--- src/sws_pkg.sv ---
// Shared types and constants for the sliding-window seed trigger.
package sws_pkg;

    localparam int DEFAULT_WINDOW_DEPTH = 64;

    localparam int TIME_W   = 48;
    localparam int DIFF_W   = TIME_W + 1;
    localparam int CFG_W    = 32;
    localparam int DIGI_W   = 7;
    localparam int SEED_W   = 51;
    localparam int CFG_IDX_W = 8;

    localparam logic [CFG_IDX_W-1:0] REG_WINDOW_DURATION = CFG_IDX_W'(0);
    localparam logic [CFG_IDX_W-1:0] REG_MIN_DIGIS       = CFG_IDX_W'(1);
    localparam logic [CFG_IDX_W-1:0] REG_DEAD_TIME       = CFG_IDX_W'(2);
    localparam logic [CFG_IDX_W-1:0] REG_SEED_OFFSET     = CFG_IDX_W'(3);

    typedef enum logic [1:0] {
        ST_IDLE,
        ST_CHECK,
        ST_EXPIRE,
        ST_FIRE
    } sws_state_t;

    typedef struct packed {
        logic [CFG_W-1:0]  window_duration;
        logic [DIGI_W-1:0] min_digis;
        logic [CFG_W-1:0]  dead_time;
        logic [CFG_W-1:0]  seed_offset;
    } sws_cfg_t;

    // Commands from the sequencer to the row of window cells.
    typedef struct packed {
        logic shift;
        logic wr_en;
    } sws_cell_ctl_t;

endpackage

--- src/sliding_window_seed_trigger.sv ---
// Sliding-window multiplicity trigger with dead time: top level.
//
// Hits enter on s_* (valid/ready), one timestamp per transaction, with
// s_slice_end marking the last hit of a slice. Seeds leave on m_* as
// m_seed_time_half = 2*seed_offset + hit time + window start, in half units.
// Registers are written over cfg_* (index 0 window_duration, 1 min_digis,
// 2 dead_time, 3 seed_offset); cfg_ready is always high, other indexes are
// ignored. Write registers only while the block is idle.
// The window is a row of WINDOW_DEPTH cells with the oldest hit in cell 0;
// dropping an old hit shifts the whole row down by one cell per cycle.
// An item is dropped at the check step when in dead time; otherwise it is
// appended, expired hits go one by one, and a fire step follows for a seed.
// A seed is in the output register in the cycle after its item's last step.
// The output register lets the next hit be taken while a seed waits; a
// second seed waits until the first one is taken.
// Reset clears window count, dead time state and the configuration registers
// to their reset values; the cells need no clearing.
module sliding_window_seed_trigger #(
    parameter int WINDOW_DEPTH = sws_pkg::DEFAULT_WINDOW_DEPTH
) (
    input  logic                          aclk,
    input  logic                          aresetn,
    input  logic                          s_valid,
    output logic                          s_ready,
    input  logic [sws_pkg::TIME_W-1:0]    s_hit_time,
    input  logic                          s_slice_end,
    output logic                          m_valid,
    input  logic                          m_ready,
    output logic [sws_pkg::SEED_W-1:0]    m_seed_time_half,
    input  logic                          cfg_valid,
    output logic                          cfg_ready,
    input  logic [sws_pkg::CFG_IDX_W-1:0] cfg_index,
    input  logic [sws_pkg::CFG_W-1:0]     cfg_data
);
    import sws_pkg::*;

    localparam int IDX_W = (WINDOW_DEPTH > 1) ? $clog2(WINDOW_DEPTH) : 1;

    sws_cfg_t          cfg_reg, cfg_next;
    sws_cell_ctl_t     cell_ctl;
    logic [IDX_W-1:0]  wr_idx;
    logic [TIME_W-1:0] wr_data;
    logic [TIME_W-1:0] cell_data [WINDOW_DEPTH];

    always_comb begin
        cfg_next = cfg_reg;
        if (cfg_valid) begin
            case (cfg_index)
                REG_WINDOW_DURATION: cfg_next.window_duration = cfg_data;
                REG_MIN_DIGIS:       cfg_next.min_digis       = cfg_data[DIGI_W-1:0];
                REG_DEAD_TIME:       cfg_next.dead_time       = cfg_data;
                REG_SEED_OFFSET:     cfg_next.seed_offset     = cfg_data;
                default: begin
                end
            endcase
        end
    end

    always_ff @(posedge aclk) begin
        if (!aresetn) begin
            cfg_reg.window_duration <= '0;
            cfg_reg.min_digis       <= DIGI_W'(1);
            cfg_reg.dead_time       <= '0;
            cfg_reg.seed_offset     <= '0;
        end else begin
            cfg_reg <= cfg_next;
        end
    end

    assign cfg_ready = 1'b1;

    sws_ctrl #(
        .WINDOW_DEPTH (WINDOW_DEPTH),
        .IDX_W        (IDX_W)
    ) u_ctrl (
        .aclk             (aclk),
        .aresetn          (aresetn),
        .cfg              (cfg_reg),
        .s_valid          (s_valid),
        .s_ready          (s_ready),
        .s_hit_time       (s_hit_time),
        .s_slice_end      (s_slice_end),
        .m_valid          (m_valid),
        .m_ready          (m_ready),
        .m_seed_time_half (m_seed_time_half),
        .head_time        (cell_data[0]),
        .cell_ctl         (cell_ctl),
        .wr_idx           (wr_idx),
        .wr_data          (wr_data)
    );

    for (genvar i = 0; i < WINDOW_DEPTH; i++) begin : g_cell
        logic [TIME_W-1:0] upper;
        if (i == WINDOW_DEPTH - 1) begin : g_top
            assign upper = cell_data[i];
        end else begin : g_mid
            assign upper = cell_data[i+1];
        end
        sws_cell u_cell (
            .aclk      (aclk),
            .shift     (cell_ctl.shift),
            .wr_sel    (cell_ctl.wr_en && (wr_idx == IDX_W'(i))),
            .wr_data   (wr_data),
            .next_data (upper),
            .data      (cell_data[i])
        );
    end

endmodule

--- src/sws_cell.sv ---
// One window cell: holds a hit time, takes its upper neighbor's on shift.
module sws_cell (
    input  logic                       aclk,
    input  logic                       shift,
    input  logic                       wr_sel,
    input  logic [sws_pkg::TIME_W-1:0] wr_data,
    input  logic [sws_pkg::TIME_W-1:0] next_data,
    output logic [sws_pkg::TIME_W-1:0] data
);
    import sws_pkg::*;

    logic [TIME_W-1:0] data_reg;
    logic [TIME_W-1:0] data_next;

    always_comb begin
        data_next = data_reg;
        if (wr_sel) begin
            data_next = wr_data;
        end else if (shift) begin
            data_next = next_data;
        end
    end

    always_ff @(posedge aclk) begin
        data_reg <= data_next;
    end

    assign data = data_reg;

endmodule

--- src/sws_ctrl.sv ---
// Sequencer: dead-time check, append, expiry, seed generation and output register.
module sws_ctrl #(
    parameter int WINDOW_DEPTH = sws_pkg::DEFAULT_WINDOW_DEPTH,
    parameter int IDX_W        = (WINDOW_DEPTH > 1) ? $clog2(WINDOW_DEPTH) : 1
) (
    input  logic                        aclk,
    input  logic                        aresetn,
    input  sws_pkg::sws_cfg_t           cfg,
    input  logic                        s_valid,
    output logic                        s_ready,
    input  logic [sws_pkg::TIME_W-1:0]  s_hit_time,
    input  logic                        s_slice_end,
    output logic                        m_valid,
    input  logic                        m_ready,
    output logic [sws_pkg::SEED_W-1:0]  m_seed_time_half,
    input  logic [sws_pkg::TIME_W-1:0]  head_time,
    output sws_pkg::sws_cell_ctl_t      cell_ctl,
    output logic [IDX_W-1:0]            wr_idx,
    output logic [sws_pkg::TIME_W-1:0]  wr_data
);
    import sws_pkg::*;

    localparam int CNT_W = $clog2(WINDOW_DEPTH + 1);
    localparam logic [CNT_W-1:0] CNT_FULL = CNT_W'(WINDOW_DEPTH);
    localparam logic [CNT_W-1:0] CNT_ONE  = CNT_W'(1);

    sws_state_t         state_reg, state_next;
    logic [CNT_W-1:0]   count_reg, count_next;
    logic               dead_reg, dead_next;
    logic [TIME_W-1:0]  ref_reg, ref_next;
    logic [TIME_W-1:0]  time_reg;
    logic               last_reg;
    logic               m_valid_reg, m_valid_next;
    logic [SEED_W-1:0]  seed_reg;

    logic signed [DIFF_W-1:0] head_diff;
    logic signed [DIFF_W-1:0] dead_diff;
    logic                     expire_hit;
    logic                     dead_over;
    logic                     enough;
    logic                     out_free;
    logic                     load_out;
    logic                     finish;
    logic [SEED_W-1:0]        seed_sum;

    // Differences are signed so that a hit earlier than the reference stays inside.
    assign head_diff  = $signed({1'b0, time_reg}) - $signed({1'b0, head_time});
    assign dead_diff  = $signed({1'b0, time_reg}) - $signed({1'b0, ref_reg});
    assign expire_hit = (count_reg > CNT_ONE)
                     && (head_diff > $signed(DIFF_W'(cfg.window_duration)));
    assign dead_over  = dead_diff > $signed(DIFF_W'(cfg.dead_time));
    assign enough     = 32'(count_reg) >= 32'(cfg.min_digis);
    assign out_free   = !m_valid_reg || m_ready;

    assign seed_sum = {{(SEED_W - CFG_W - 1){cfg.seed_offset[CFG_W-1]}},
                       cfg.seed_offset, 1'b0}
                    + SEED_W'(time_reg) + SEED_W'(head_time);

    // Next state
    always_comb begin
        state_next = state_reg;
        case (state_reg)
            ST_IDLE: begin
                if (s_valid) begin
                    state_next = ST_CHECK;
                end
            end
            ST_CHECK: begin
                if (dead_reg && !dead_over) begin
                    state_next = ST_IDLE;
                end else begin
                    state_next = ST_EXPIRE;
                end
            end
            ST_EXPIRE: begin
                if (!expire_hit) begin
                    state_next = enough ? ST_FIRE : ST_IDLE;
                end
            end
            ST_FIRE: begin
                if (out_free) begin
                    state_next = ST_IDLE;
                end
            end
            default: state_next = ST_IDLE;
        endcase
    end

    // Outputs and datapath control
    always_comb begin
        cell_ctl   = '0;
        wr_idx     = '0;
        count_next = count_reg;
        dead_next  = dead_reg;
        ref_next   = ref_reg;
        load_out   = 1'b0;
        finish     = 1'b0;
        case (state_reg)
            ST_IDLE: begin
            end
            ST_CHECK: begin
                if (dead_reg && !dead_over) begin
                    finish = 1'b1;
                end else begin
                    dead_next      = 1'b0;
                    cell_ctl.wr_en = 1'b1;
                    if (count_reg == CNT_FULL) begin
                        // full row: drop the oldest while appending at the top
                        cell_ctl.shift = 1'b1;
                        wr_idx         = IDX_W'(WINDOW_DEPTH - 1);
                    end else begin
                        wr_idx     = count_reg[IDX_W-1:0];
                        count_next = count_reg + CNT_ONE;
                    end
                end
            end
            ST_EXPIRE: begin
                if (expire_hit) begin
                    cell_ctl.shift = 1'b1;
                    count_next     = count_reg - CNT_ONE;
                end else if (!enough) begin
                    finish = 1'b1;
                end
            end
            ST_FIRE: begin
                if (out_free) begin
                    load_out   = 1'b1;
                    count_next = '0;
                    dead_next  = 1'b1;
                    ref_next   = time_reg;
                    finish     = 1'b1;
                end
            end
            default: begin
            end
        endcase
        if (finish && last_reg) begin
            count_next = '0;
            dead_next  = 1'b0;
            ref_next   = '0;
        end
    end

    always_comb begin
        m_valid_next = m_valid_reg;
        if (m_ready) begin
            m_valid_next = 1'b0;
        end
        if (load_out) begin
            m_valid_next = 1'b1;
        end
    end

    always_ff @(posedge aclk) begin
        if (!aresetn) begin
            state_reg   <= ST_IDLE;
            count_reg   <= '0;
            dead_reg    <= 1'b0;
            ref_reg     <= '0;
            m_valid_reg <= 1'b0;
        end else begin
            state_reg   <= state_next;
            count_reg   <= count_next;
            dead_reg    <= dead_next;
            ref_reg     <= ref_next;
            m_valid_reg <= m_valid_next;
        end
    end

    always_ff @(posedge aclk) begin
        if (s_valid && s_ready) begin
            time_reg <= s_hit_time;
            last_reg <= s_slice_end;
        end
        if (load_out) begin
            seed_reg <= seed_sum;
        end
    end

    assign s_ready          = (state_reg == ST_IDLE);
    assign m_valid          = m_valid_reg;
    assign m_seed_time_half = seed_reg;
    assign wr_data          = time_reg;

    property p_count_bounded;
        @(posedge aclk) disable iff (!aresetn) count_reg <= CNT_FULL;
    endproperty
    assert property (p_count_bounded) else $error("window count above depth");

    property p_fire_clears;
        @(posedge aclk) disable iff (!aresetn) load_out |=> (count_reg == '0) && m_valid_reg;
    endproperty
    assert property (p_fire_clears) else $error("seed did not clear window");

    property p_expire_keeps_one;
        @(posedge aclk) disable iff (!aresetn)
            (state_reg == ST_EXPIRE && cell_ctl.shift) |-> count_reg > CNT_ONE;
    endproperty
    assert property (p_expire_keeps_one) else $error("expiry emptied the window");

    property p_no_overwrite;
        @(posedge aclk) disable iff (!aresetn) load_out |-> (!m_valid_reg || m_ready);
    endproperty
    assert property (p_no_overwrite) else $error("pending seed overwritten");

endmodule

--- config.mk ---
export PLATFORM = sky130hd
export DESIGN_NAME = sliding_window_seed_trigger
export DESIGN_NICKNAME = d
export VERILOG_FILES = /design/src/sws_pkg.sv /design/src/sliding_window_seed_trigger.sv /design/src/sws_cell.sv /design/src/sws_ctrl.sv
export SDC_FILE = /design/constraint.sdc
export NUM_CORES = 2
export LEC_CHECK = 0
export ABC_CLOCK_PERIOD_IN_PS = 13900
export BUFFER_PORTS_ARGS = -buffer_cell sky130_fd_sc_hd__clkbuf_2
export CORE_UTILIZATION = 57
export CTS_BUF_LIST = sky130_fd_sc_hd__clkbuf_16
export DETAILED_ROUTE_END_ITERATION = 10
export GPL_ROUTABILITY_DRIVEN = 0
export HOLD_SLACK_MARGIN = 0.06
export PLACE_DENSITY = 0.77
export SETUP_SLACK_MARGIN = 0.5
export SLEW_MARGIN = 0
export SYNTH_ARGS = -nofsm -noshare
export SYNTH_HDL_FRONTEND = slang
export SYNTH_SLANG_ARGS = --single-unit
--- constraint.sdc ---
create_clock -name aclk -period 13.9 [get_ports aclk]
set_input_delay 4.17 -clock aclk [delete_from_list [all_inputs] [get_ports aclk]]
set_output_delay 4.17 -clock aclk [all_outputs]
set_load 0.03 [all_outputs]
==> results.toml <==
[status]
status = "complete, but fails checks"
violations = "design-rule violations"

[global_route]
grt.overflow.total = 0
first_global_vias = 85700
track_usage_pct = 28.2
antenna_found_initial = 23
grt_max_degree = 70
grt_pass1_wl_mm = 565

[layout]
fin_nets = 9947
drive_gt1_share_pct = 37.3
layout_common_cells = "edfxtp_1 (3172), mux2_2 (2664), nand2_1 (439), mux2_1 (360), clkbuf_16 (348)"
fin_util_pct = 63.0
final_area_um2 = 167000
mostFrequentLayoutCell = "edfxtp_1"
largest_reg_flops = 3072
area_growth_pct = 9.94

[flow_run]
max_cap_viol_count = 0

[clocking]
root_buffer = "clkbuf_16"
post_cts_resized = 0
clock_latency_ps = 900
clk_pin_slew_ps = 70
cts_sinks = 3334
clk_path_buf_depth = 4
htree_levels = 5
postCtsSetupBuffers = 0
hold_buffers = 0
cts_tree = "built"
cts_buffers = 336

[power]
p_per_area_nw_per_um2 = 138
p_comb_share_pct = 12.2
pwr-share-seq_pct = 49.4
p_leak_uw = 0.0548
p_int_uw = 17200
ir_worst_vdd_uv = 113
swShare_pct = 25.4
p_clk_share_pct = 38.3
switching_power_uw = 5860

[sta]
rsz0062_at_grt = "false"
maxSlewViolCount = 0
period_share_pct = 69.9
worst_slack_ps = 4180
worstMarginPinSlew_ps = 1350
relSlewSlack_pct = 9.89
hold_viol = 0
holdWs_ps = 457
fin_tns_setup_ps = 0
finClkSkew_ps = 76.9
period_needed_ps = 9720
finalSetupViolations = 0
max_clock_freq_mhz = 103

[synth]
postSynthAreaPerCell_um2 = 15.8
async_reset_ff_share_pct = 0
yosys_warnings = 0
syn_nets = 9999
synthCells = 9630
synth.cell_area_um2 = 152000
ys_seq_area_share_pct = 64.8
synth_area_leaders = "edfxtp_1 (63%), mux2_2 (20%), mux2_1 (2.7%)"
yosysTopAreaCellShare_pct = 62.7
ys_ff_latch = 3334
synth_cell_type_count = 90
synth_top_area_cell = "edfxtp_1"
synth_edf_count = 3172
synth-main-ff-cell = "edfxtp_1"

[place]
hpwl_mm = 228
dpl_cell_area_um2 = 156000
place.port_buffers = 146
place_ws_ps = 4470

[routing]
first_pass_iters = 11
wl_met1_mm = 141
drc = 32
drt-total-wl_mm = 384
postRouteAntennaNets = 0
routed-wl-met3_mm = 26.6
wire_per_inst_um = 28.7
vias = 84300
routed.top_layer = "met5"
viasPerCell = 6.30
drt_iter0_drc = 8569
dr_wl_met2_mm = 192

[worst_setup_path]
cp.arrival_ps = 10040
critPathLaunchType = "register"
crit_type = "reg2reg"
crit_required_ps = 14230
setup.worst_path.end_class = "register"
path_max_fanout = 49

[die]
rows = 189
die-height_um = 518
die_area_um2 = 269000
die_w_um = 518
core_um2 = 265000
initial_utilization_pct = 57.3
top_level_ports = 148

[min_path]
hold_path_class = "reg2reg"
==> per-layer routing <==
layer  track usage [%]  up-vias
li1                  -    36300
met1              34.4    43200
met2              48.3     3657
met3              4.07     1103
met4              15.8        6
met5                 0        -
==> cells in the mapped netlist (all sizes together), types with 9 or more instances <==
master  instances
o21ai         175
and2           14
a21o          116
or3            12
nand2         439
and3           19
o21bai         25
nor4           14
nand3          67
o21a           28
a31oi          19
a21oi         270
o31ai          10
buf           342
edfxtp       3172
nor2          189
xnor2         107
nand4          46
or2             9
a21boi        107
o22ai           9
mux2         3024
nor3           49
dfxtp         162
mux2i          18
xor2           46
nand2b         43
a211oi         22
ha            271
o211ai         22
nor2b          30
clkbuf        422
inv           222
==> worst max-delay path: stages (launching register included) <==
cell and delay [ps]:
edfxtp_1 1220, buf_4 820, ha_1 340, nand2_1 150, nor4_1 600, a21boi_0 270
a21oi_1 180, xnor2_1 170, ha_1 340, nand3_1 120, nor3_1 290, nand3_1 200
nor4_1 460, nor4_1 140, a2111oi_0 330, o211ai_1 170, nor4_1 180, and4b_1 300
nand4_2 180, o211ai_4 620, or4_2 240, buf_4 580, nor3_4 30, buf_4 340
nand2b_2 840
==> stage by stage <==
step | instances | power [µW]
after floorplan | 9630 | 13300
after global placement | 12800 | 14200
after detailed placement | 12800 | 14300
after CTS | 13400 | 23100
after global routing | 13400 | 23700
final | 13400 | 23000
==> power groups by stage <==
stage	clock, µW	combinational, µW	sequential, µW
2_1_floorplan	0	1750	11600
3_3_place_gp	0	2640	11600
3_5_place_dp	0	2720	11600
4_1_cts	8930	2740	11400
5_1_grt	9310	2970	11400
6_report	8840	2810	11400
==> area by class of cell <==
type / instances / area (µm²)
sequential: 3334 / 98500
multi-input combinational: 5310 / 50100
tap: 3533 / 4420
clock inverter: 249 / 1960
timing repair buffer: 374 / 2500
inverter: 222 / 835
antenna: 8 / 20.0
fill: 18300 / 98100
clock buffer: 348 / 8710
==> cells by family (layout without fill, tap and decap cells) <==
group	Yosys count	after routing	share of synthesized area (%)
flops	3334	3334	64.8
mux	3042	3042	22.5
buf+inv	986	1193	2.89
simple gates	965	965	2.92
compound gates	874	874	3.65
fa+ha+maj	275	275	2.28
xor+xnor	153	153	0.887
other cells	1	9	0.00247
==> final timing paths <==
check                                                      from                                  end  slack (ps)  depth (start not counted)
worst max-delay path               u_ctrl.wr_data[26]$_DFFE_PP_  g_cell[6].u_cell.data[22]$_DFFE_PP_        4180                         24
worst min-delay path            u_ctrl.ref_reg[42]$_SDFFE_PP0P_      u_ctrl.ref_reg[42]$_SDFFE_PP0P_         460                          2
worst max register to register     u_ctrl.wr_data[26]$_DFFE_PP_  g_cell[6].u_cell.data[22]$_DFFE_PP_        4180                         24
worst min register to register  u_ctrl.ref_reg[42]$_SDFFE_PP0P_      u_ctrl.ref_reg[42]$_SDFFE_PP0P_         460                          2
Note: power is estimated with default switching activity, not from simulation.
